===== config.mk =====
export PLATFORM = sky130hd
export DESIGN_NAME = timed_wait_queue_core
export DESIGN_NICKNAME = d
export VERILOG_FILES = /design/src/rtl/core/twq_pkg.sv /design/src/rtl/core/twq_ram.sv /design/src/rtl/core/timed_wait_queue_core.sv
export VERILOG_INCLUDE_DIRS = /design/src /design/src/rtl/core
export SDC_FILE = /design/constraint.sdc
export NUM_CORES = 1
export LEC_CHECK = 0
export BUFFER_PORTS_ARGS = -buffer_cell sky130_fd_sc_hd__buf_2
export CAP_MARGIN = 20
export CORE_MARGIN = 4
export CORE_UTILIZATION = 40
export DETAILED_ROUTE_END_ITERATION = 8
export RECOVER_POWER = 100
export SETUP_SLACK_MARGIN = 0.5
export SLEW_MARGIN = 20
export SYNTH_ARGS = -nofsm -noshare
export SYNTH_HDL_FRONTEND = slang
export SYNTH_SLANG_ARGS = --single-unit

===== constraint.sdc =====
create_clock -name clk_i -period 5.7 [get_ports clk_i]
set_input_delay 0.285 -clock clk_i [delete_from_list [all_inputs] [get_ports clk_i]]
set_output_delay 0.285 -clock clk_i [all_outputs]
set_load 0.1 [all_outputs]

===== src/rtl/core/assert_macros.svh =====
// Assertion macros shared by the queue RTL.
// Each macro expands to one labeled concurrent assertion on a clock and an active-low reset.
`ifndef ASSERT_MACROS_SVH
`define ASSERT_MACROS_SVH

// The property holds at every clock edge outside reset.
`define ASSERT_ALWAYS(label, clk, rst_n, prop) \
  label: assert property (@(posedge clk) disable iff (!rst_n) (prop)) \
    else $error("always-true check failed");

// The consequent holds in the same cycle as the antecedent.
`define ASSERT_IMPL(label, clk, rst_n, ante, cons) \
  label: assert property (@(posedge clk) disable iff (!rst_n) (ante) |-> (cons)) \
    else $error("same-cycle implication failed");

// The consequent holds in the cycle after the antecedent.
`define ASSERT_NEXT(label, clk, rst_n, ante, cons) \
  label: assert property (@(posedge clk) disable iff (!rst_n) (ante) |=> (cons)) \
    else $error("next-cycle implication failed");

`endif


===== src/rtl/core/twq_pkg.sv =====
// Package for the timed wait queue: request codes, result codes and controller states.
// Depends on nothing; used by the queue core.
`timescale 1ns / 1ps
`default_nettype none

package twq_pkg;

  // Request codes carried on req_type.
  localparam logic [1:0] REQ_PUT  = 2'd0;
  localparam logic [1:0] REQ_GET  = 2'd1;
  localparam logic [1:0] REQ_TICK = 2'd2;

  // Width of the result code and of the reported queue length.
  localparam int unsigned KIND_BITS = 3;
  localparam int unsigned LEN_BITS  = 7;

  // Result codes carried on result_kind.
  localparam logic [KIND_BITS-1:0] RES_PUT_OK   = 3'd0;
  localparam logic [KIND_BITS-1:0] RES_PUT_FULL = 3'd1;
  localparam logic [KIND_BITS-1:0] RES_GOT      = 3'd2;
  localparam logic [KIND_BITS-1:0] RES_EMPTY    = 3'd3;
  localparam logic [KIND_BITS-1:0] RES_TIMEOUT  = 3'd4;
  localparam logic [KIND_BITS-1:0] RES_NONE     = 3'd5;

  // Controller states.
  typedef enum logic [1:0] {
    ST_IDLE,
    ST_GET,
    ST_TICK,
    ST_END
  } state_e;

endpackage

`default_nettype wire


===== src/rtl/core/twq_ram.sv =====
// Generic simple dual-port RAM: one write port, one read port with registered read data.
// Depends on nothing.
`timescale 1ns / 1ps
`default_nettype none

module twq_ram #(
  parameter int unsigned WIDTH = 8,
  parameter int unsigned DEPTH = 16
) (
  input  wire logic                     clk_i,
  input  wire logic                     we_i,
  input  wire logic [$clog2(DEPTH)-1:0] waddr_i,
  input  wire logic [WIDTH-1:0]         wdata_i,
  input  wire logic                     re_i,
  input  wire logic [$clog2(DEPTH)-1:0] raddr_i,
  output logic      [WIDTH-1:0]         rdata_o
);

  logic [WIDTH-1:0] mem_q [DEPTH];

  // Write port.
  always_ff @(posedge clk_i) begin
    if (we_i) begin
      mem_q[waddr_i] <= wdata_i;
    end
  end

  // Read port; the read data is registered and updates only when re_i is set.
  always_ff @(posedge clk_i) begin
    if (re_i) begin
      rdata_o <= mem_q[raddr_i];
    end
  end

endmodule

`default_nettype wire


===== src/rtl/core/timed_wait_queue_core.sv =====
// Timed wait queue core: circular FIFO of thread entries held in one RAM, with timeout sweep.
// Depends on twq_pkg, twq_ram and assert_macros.svh.
// A put answers from the result register; a get reads the head entry from the RAM, then answers;
// a tick sweeps all entries held, one result per released entry (or none), the last one flagged.
// No new request is taken while a get or tick is busy; the sweep is bound by the single RAM read port.
// Reset clears the head pointer, the entry count and all control state; the RAM is not cleared.
`timescale 1ns / 1ps
`default_nettype none
`include "assert_macros.svh"

module timed_wait_queue_core #(
  parameter int unsigned QUEUE_DEPTH = 16,
  parameter int unsigned THREAD_BITS = 8,
  parameter int unsigned TIME_BITS   = 16
) (
  input  wire logic                           clk_i,
  input  wire logic                           rst_ni,
  input  wire logic                           start,
  output logic                                busy,
  input  wire logic [1:0]                     req_type_i,
  input  wire logic [THREAD_BITS-1:0]         thread_id_i,
  input  wire logic [TIME_BITS-1:0]           wait_limit_i,
  output logic                                result_valid_o,
  output logic [twq_pkg::KIND_BITS-1:0]       result_kind_o,
  output logic [THREAD_BITS-1:0]              out_thread_o,
  output logic [twq_pkg::LEN_BITS-1:0]        queue_length_o,
  output logic                                last_result_o
);

  localparam int unsigned AW        = $clog2(QUEUE_DEPTH);
  localparam int unsigned CW        = $clog2(QUEUE_DEPTH + 1);
  localparam int unsigned WORD_BITS = 1 + TIME_BITS + THREAD_BITS;
  localparam logic [CW-1:0] FULL_CNT = CW'(QUEUE_DEPTH);

  // Slot index arithmetic modulo the queue depth.
  function automatic logic [AW-1:0] wrap_add(input logic [AW-1:0] a, input logic [AW-1:0] b);
    logic [AW:0] s;
    s = {1'b0, a} + {1'b0, b};
    if (s >= (AW+1)'(QUEUE_DEPTH)) begin
      s = s - (AW+1)'(QUEUE_DEPTH);
    end
    return s[AW-1:0];
  endfunction

  twq_pkg::state_e state_q, state_d;

  logic [AW-1:0]          head_q, head_d;
  logic [CW-1:0]          count_q, count_d;
  logic [CW-1:0]          scan_n_q, scan_n_d;
  logic [CW-1:0]          rd_idx_q, rd_idx_d;
  logic [CW-1:0]          keep_q, keep_d;
  logic                   rv_q, rv_d;
  logic                   pend_q, pend_d;
  logic [THREAD_BITS-1:0] pend_thr_q, pend_thr_d;
  logic [CW-1:0]          pend_len_q, pend_len_d;

  logic                          res_valid_q, res_valid_d;
  logic [twq_pkg::KIND_BITS-1:0] res_kind_q, res_kind_d;
  logic [THREAD_BITS-1:0]        res_thr_q, res_thr_d;
  logic [CW-1:0]                 res_len_q, res_len_d;
  logic                          res_last_q, res_last_d;

  logic                 ram_we, ram_re;
  logic [AW-1:0]        ram_waddr, ram_raddr;
  logic [WORD_BITS-1:0] ram_wdata, ram_rdata;

  logic                   rd_lim;
  logic [TIME_BITS-1:0]   rd_rem, rd_dec;
  logic [THREAD_BITS-1:0] rd_thr;
  logic                   rd_gone;
  logic                   accept;

  assign accept = start && !busy;
  assign busy   = (state_q != twq_pkg::ST_IDLE);

  // Entry storage.
  twq_ram #(
    .WIDTH (WORD_BITS),
    .DEPTH (QUEUE_DEPTH)
  ) u_ram (
    .clk_i   (clk_i),
    .we_i    (ram_we),
    .waddr_i (ram_waddr),
    .wdata_i (ram_wdata),
    .re_i    (ram_re),
    .raddr_i (ram_raddr),
    .rdata_o (ram_rdata)
  );

  // Unpack the entry read last cycle and work out its decremented time.
  assign rd_thr  = ram_rdata[THREAD_BITS-1:0];
  assign rd_rem  = ram_rdata[THREAD_BITS +: TIME_BITS];
  assign rd_lim  = ram_rdata[WORD_BITS-1];
  assign rd_dec  = rd_rem - TIME_BITS'(1);
  assign rd_gone = rd_lim && (rd_dec == '0);

  // Next-state logic.
  always_comb begin
    state_d = state_q;
    unique case (state_q)
      twq_pkg::ST_IDLE: begin
        if (accept && req_type_i == twq_pkg::REQ_GET && count_q != '0) begin
          state_d = twq_pkg::ST_GET;
        end else if (accept && req_type_i == twq_pkg::REQ_TICK) begin
          state_d = twq_pkg::ST_TICK;
        end
      end
      twq_pkg::ST_GET: begin
        state_d = twq_pkg::ST_IDLE;
      end
      twq_pkg::ST_TICK: begin
        if (rd_idx_q == scan_n_q) begin
          state_d = twq_pkg::ST_END;
        end
      end
      twq_pkg::ST_END: begin
        state_d = twq_pkg::ST_IDLE;
      end
      default: begin
        state_d = twq_pkg::ST_IDLE;
      end
    endcase
  end

  // Datapath, memory ports and result beats.
  always_comb begin
    head_d      = head_q;
    count_d     = count_q;
    scan_n_d    = scan_n_q;
    rd_idx_d    = rd_idx_q;
    keep_d      = keep_q;
    rv_d        = 1'b0;
    pend_d      = pend_q;
    pend_thr_d  = pend_thr_q;
    pend_len_d  = pend_len_q;
    res_valid_d = 1'b0;
    res_kind_d  = res_kind_q;
    res_thr_d   = res_thr_q;
    res_len_d   = res_len_q;
    res_last_d  = res_last_q;
    ram_we      = 1'b0;
    ram_waddr   = wrap_add(head_q, count_q[AW-1:0]);
    ram_wdata   = {(wait_limit_i != '0), wait_limit_i, thread_id_i};
    ram_re      = 1'b0;
    ram_raddr   = head_q;

    unique case (state_q)
      twq_pkg::ST_IDLE: begin
        if (accept) begin
          unique case (req_type_i)
            twq_pkg::REQ_PUT: begin
              res_valid_d = 1'b1;
              res_thr_d   = '0;
              res_last_d  = 1'b1;
              if (count_q == FULL_CNT) begin
                res_kind_d = twq_pkg::RES_PUT_FULL;
                res_len_d  = count_q;
              end else begin
                ram_we     = 1'b1;
                count_d    = count_q + CW'(1);
                res_kind_d = twq_pkg::RES_PUT_OK;
                res_len_d  = count_q + CW'(1);
              end
            end
            twq_pkg::REQ_GET: begin
              if (count_q == '0) begin
                res_valid_d = 1'b1;
                res_kind_d  = twq_pkg::RES_EMPTY;
                res_thr_d   = '0;
                res_len_d   = count_q;
                res_last_d  = 1'b1;
              end else begin
                ram_re = 1'b1;
              end
            end
            twq_pkg::REQ_TICK: begin
              scan_n_d = count_q;
              rd_idx_d = '0;
              keep_d   = '0;
              pend_d   = 1'b0;
            end
            default: begin
              // Unused request code: no result, nothing changes.
            end
          endcase
        end
      end

      twq_pkg::ST_GET: begin
        res_valid_d = 1'b1;
        res_kind_d  = twq_pkg::RES_GOT;
        res_thr_d   = rd_thr;
        res_len_d   = count_q - CW'(1);
        res_last_d  = 1'b1;
        count_d     = count_q - CW'(1);
        head_d      = wrap_add(head_q, AW'(1));
      end

      twq_pkg::ST_TICK: begin
        // Read the next entry of the sweep.
        if (rd_idx_q != scan_n_q) begin
          ram_re    = 1'b1;
          ram_raddr = wrap_add(head_q, rd_idx_q[AW-1:0]);
          rd_idx_d  = rd_idx_q + CW'(1);
          rv_d      = 1'b1;
        end
        // Settle the entry that arrived: release it or compact it toward the head.
        if (rv_q) begin
          if (rd_gone) begin
            count_d = count_q - CW'(1);
            if (pend_q) begin
              res_valid_d = 1'b1;
              res_kind_d  = twq_pkg::RES_TIMEOUT;
              res_thr_d   = pend_thr_q;
              res_len_d   = pend_len_q;
              res_last_d  = 1'b0;
            end
            pend_d     = 1'b1;
            pend_thr_d = rd_thr;
            pend_len_d = count_q - CW'(1);
          end else begin
            ram_we    = 1'b1;
            ram_waddr = wrap_add(head_q, keep_q[AW-1:0]);
            ram_wdata = {rd_lim, (rd_lim ? rd_dec : rd_rem), rd_thr};
            keep_d    = keep_q + CW'(1);
          end
        end
      end

      twq_pkg::ST_END: begin
        // The held release, if any, is the final beat of the tick.
        res_valid_d = 1'b1;
        res_last_d  = 1'b1;
        pend_d      = 1'b0;
        if (pend_q) begin
          res_kind_d = twq_pkg::RES_TIMEOUT;
          res_thr_d  = pend_thr_q;
          res_len_d  = pend_len_q;
        end else begin
          res_kind_d = twq_pkg::RES_NONE;
          res_thr_d  = '0;
          res_len_d  = count_q;
        end
      end

      default: begin
      end
    endcase
  end

  // Control registers.
  always_ff @(posedge clk_i or negedge rst_ni) begin
    if (!rst_ni) begin
      state_q     <= twq_pkg::ST_IDLE;
      head_q      <= '0;
      count_q     <= '0;
      scan_n_q    <= '0;
      rd_idx_q    <= '0;
      keep_q      <= '0;
      rv_q        <= 1'b0;
      pend_q      <= 1'b0;
      res_valid_q <= 1'b0;
    end else begin
      state_q     <= state_d;
      head_q      <= head_d;
      count_q     <= count_d;
      scan_n_q    <= scan_n_d;
      rd_idx_q    <= rd_idx_d;
      keep_q      <= keep_d;
      rv_q        <= rv_d;
      pend_q      <= pend_d;
      res_valid_q <= res_valid_d;
    end
  end

  // Payload registers.
  always_ff @(posedge clk_i) begin
    pend_thr_q <= pend_thr_d;
    pend_len_q <= pend_len_d;
    res_kind_q <= res_kind_d;
    res_thr_q  <= res_thr_d;
    res_len_q  <= res_len_d;
    res_last_q <= res_last_d;
  end

  assign result_valid_o = res_valid_q;
  assign result_kind_o  = res_kind_q;
  assign out_thread_o   = res_thr_q;
  assign queue_length_o = twq_pkg::LEN_BITS'(res_len_q);
  assign last_result_o  = res_last_q;

  // The entry count never passes the depth.
  `ASSERT_ALWAYS(a_count_bound, clk_i, rst_ni, count_q <= FULL_CNT)
  // Compaction writes never overtake the sweep reads.
  `ASSERT_IMPL(a_keep_behind, clk_i, rst_ni, state_q == twq_pkg::ST_TICK, keep_q <= rd_idx_q)
  // No sweep work is left over once the controller is idle.
  `ASSERT_IMPL(a_idle_clean, clk_i, rst_ni, state_q == twq_pkg::ST_IDLE, !rv_q && !pend_q)
  // A get on a non-empty queue enters the get state in the next cycle.
  `ASSERT_NEXT(a_get_path, clk_i, rst_ni,
               accept && req_type_i == twq_pkg::REQ_GET && count_q != '0,
               state_q == twq_pkg::ST_GET)

endmodule

`default_nettype wire

==> impl_metrics.tcl <==
set metrics [dict create \
    numCtsBuffers 52 \
    grt_antenna_before_repair 0 \
    synth_area_um2 20900 \
    ios 50 \
    cts_root_buf "clkbuf_16" \
    rows 83 \
    tritoncts "built" \
    maxSlewViolCount 117 \
    avgRoutedWirePerCell_um 23.3 \
    synth_cell_types 73 \
    r2r_cells 9 \
    critPathArrivalTime_ns 5.31 \
    ctsResizeCount 0 \
    hp-start "req_type_i[0]" \
    end_kind "register" \
    power.density_nw_per_um2 627 \
    power_frac_seq 0.339 \
    start_util 0.405 \
    clockBufferDepth 3 \
    worst_ep_required_time_ns 5.99 \
    num_vias 12469 \
    r2r_end "u_ram.rdata_o[22]" \
    gp_congestion 0.828 \
    core_region_area_um2 51500 \
    synth-main-ff-cell "edfxtp_1" \
    critPathKind "reg2reg" \
    holdPathEnd "result_valid_o" \
    violations "max-capacitance violations, max-slew violations" \
    yosys-top-cells-count "edfxtp_1 (455), nand2_1 (146), a21oi_1 (123)" \
    fmax_mhz 199 \
    cts_setup_buffers 0 \
    setup_viol 0 \
    fill_cells 4521 \
    p_leak_nw 8.10 \
    period_minus_slack_ns 5.02 \
    drt_pass1_iterations 7 \
    irDropWorstVdd_mv 0.458 \
    synthToLayoutAreaGrowth_pct 13.2 \
    holdWs_ns 0.169 \
    netlist_instances 1435 \
    synth_edf_count 455 \
    worstMarginPinSlew_ns 2.20 \
    pwr-share-clk 0.231 \
    worst_path_max_delay_cell "clkbuf_1" \
    clock_latency_ns 0.60 \
    grt_pass1_wl_um 77000 \
    die_y_um 236 \
    postCtsHoldBufs 1 \
    nNetsFinal 1540 \
    postRouteAntennaNets 0 \
    outcome "complete, but fails checks" \
    cp_top_family "buffers and inverters" \
    slowest_delay_ns 1.57 \
    ctsHtreeMaxLevel 2 \
    post-place-ws_ns 1.16 \
    antenna_cells 0 \
    worstPathMaxFanout 25 \
    fin_crit_sh 0.880 \
    die_area_um2 55900 \
    hold_class "in2reg" \
    cp-start-kind "register" \
    layout-drive-gt1-share 0.0990 \
    final-hold-violation-count 0 \
    timing.rr.start "rd_idx_q[2]" \
    fin_skew_ns 0.0219 \
    port_buffers 47 \
    final.setup.tns_ns 0 \
    grt_overflow 0 \
    die_w_um 236 \
    syn_avg_cell_area_um2 14.5 \
    p_switching_mw 6.02 \
    drt-vias-per-instance 5.65 \
    combPwrFrac 0.430 \
    synth_most_common_cell "edfxtp_1" \
    path_buf_inv 2 \
    drcViolationCount 0 \
    synthArstFlopShare 0.0580 \
    post-dp-hpwl_um 31000 \
    ys_seq_elements 483 \
    maxCapViolations 6 \
    worstPathCellList "xnor2_1, nand3_1, o21ai_0, inv_2, mux2_1, nand2_1, clkbuf_1, a221oi_1, or4_1" \
    grt_max_degree 65 \
    clk_pin_slew_ns 0.06 \
    p_int_mw 8.80 \
    switching_share 0.406 \
    finalPower_mw 14.8 \
    setup_ws_ns 0.684 \
    rsz0062_at_grt "no" \
    cp_num_cells 9 \
    grt_pass1_vias 12181 \
    cts.sinks 483 \
    yosysWarnings 0 \
    worst-r2r-setup-slack_ns 0.68 \
    synth_top_area_cell "edfxtp_1" \
    synth_top_area_frac 0.655 \
    holdPathStages 4 \
    drt_iter0_drc 1000 \
    yosysSeqAreaShare 0.689 \
    max-slew-margin-rel -0.469 \
    synth_area_leaders "edfxtp_1 (65%), mux2i_1 (5.5%), a221oi_1 (4.2%)" \
    wirelength_um 51300 \
    track_usage 0.178 \
]
-- worst max path at each step --
stage / from / end / slack [ns]
after CTS: u_ram.rdata_o[8] / u_ram.mem_q[4][22] / 1.13
after global placement: u_ram.rdata_o[8] / u_ram.mem_q[4][18] / 1.18
after detailed placement: u_ram.rdata_o[8] / u_ram.mem_q[4][22] / 1.16
final: rd_idx_q[2] / u_ram.rdata_o[22] / 0.68
after global routing: rd_idx_q[2] / u_ram.rdata_o[10] / 0.46
after floorplan: u_ram.rdata_o[8] / u_ram.mem_q[6][0] / 1.52
-- layer usage --
metal / wire length, µm / track usage / vias up
met5: 0 / 0 / -
li1: - / - / 5713
met4: 1240 / 0.0501 / 0
met1: 22900 / 0.251 / 6285
met2: 24200 / 0.287 / 387
met3: 2950 / 0.0323 / 84
-- registers in the layout, indices dropped and copies added, names as in the netlist --
register,cells
pend_len_q,5
u_ram.rdata_o,25
last_result_o,1
result_kind_o,3
res_len_q,5
pend_q,1
scan_n_q,5
out_thread_o,8
pend_thr_q,8
u_ram.mem_q,400
keep_q,4
state_q,2
count_q,5
head_q,4
rv_q,1
result_valid_o,1
rd_idx_q,5
-- cell type report --
type | count | area, µm² | share of cell area
well taps | 680 | 851 | 0.0360
clock inverters | 28 | 357 | 0.0151
clock buffers | 65 | 1370 | 0.0581
inverters | 20 | 75.1 | 0.00318
flip-flops and latches | 483 | 14400 | 0.608
multi-input cells | 840 | 5960 | 0.252
repair buffers | 90 | 642 | 0.0272
-- power by group through the flow --
stage / clock [mW] / sequential [mW] / combinational, mW
detailed placement: 0 / 5.08 / 6.41
CTS: 3.49 / 5.01 / 6.44
finish: 3.43 / 5.02 / 6.36
global route: 3.64 / 5.07 / 6.89
floorplan: 0 / 5.37 / 4.31
global placement: 0 / 5.07 / 6.31
-- per-stage QoR --
step / std cells / util / cell area, µm²
3_3_place_gp: 2111 / 0.427 / 22000
3_5_place_dp: 2112 / 0.427 / 22000
2_1_floorplan: 1436 / - / 20900
5_1_grt: 2206 / 0.458 / 23600
6_report: 2206 / 0.458 / 23600
4_1_cts: 2206 / 0.461 / 23700
-- cells by family (layout without fill, tap and decap cells) --
logic type,after synthesis,count (layout),share of synthesized area
AND/OR/NAND/NOR,325,325,0.0764
other,1,2,0.000180
XOR/XNOR,39,39,0.0164
buffers and inverters,113,203,0.0297
flip-flops,483,483,0.689
adder cells (fa/ha/maj),24,24,0.0155
AO/OA/AOI/OAI,297,297,0.0975
multiplexers,153,153,0.0759
-- placed cells by master, fill, tap and decap left out, types with 21 or more instances in the layout --
cell type / Yosys / routed
buf_2: 36 / 27
nand2_1: 146 / 146
a221oi_1: 99 / 99
xnor2_1: 22 / 22
nor2_1: 47 / 47
a21oi_1: 123 / 123
ha_1: 21 / 21
or4_1: 26 / 26
dfrtp_1: 28 / 28
o21ai_0: 22 / 23
mux2_1: 32 / 33
mux2i_1: 115 / 108
clkbuf_1: 26 / 45
nor3_1: 22 / 22
edfxtp_1: 455 / 455
clkbuf_16: 0 / 53
-- worst register-to-register path: stages (launching register included) --
cell and delay (ns):
dfrtp_1 0.48, xnor2_1 0.22, nand3_1 0.25, o21ai_0 0.61
inv_2 0.23, mux2_1 0.39, nand2_1 0.08, clkbuf_1 1.57
a221oi_1 0.21, or4_1 0.70
No activity file was read; power rests on OpenSTA's default activity.
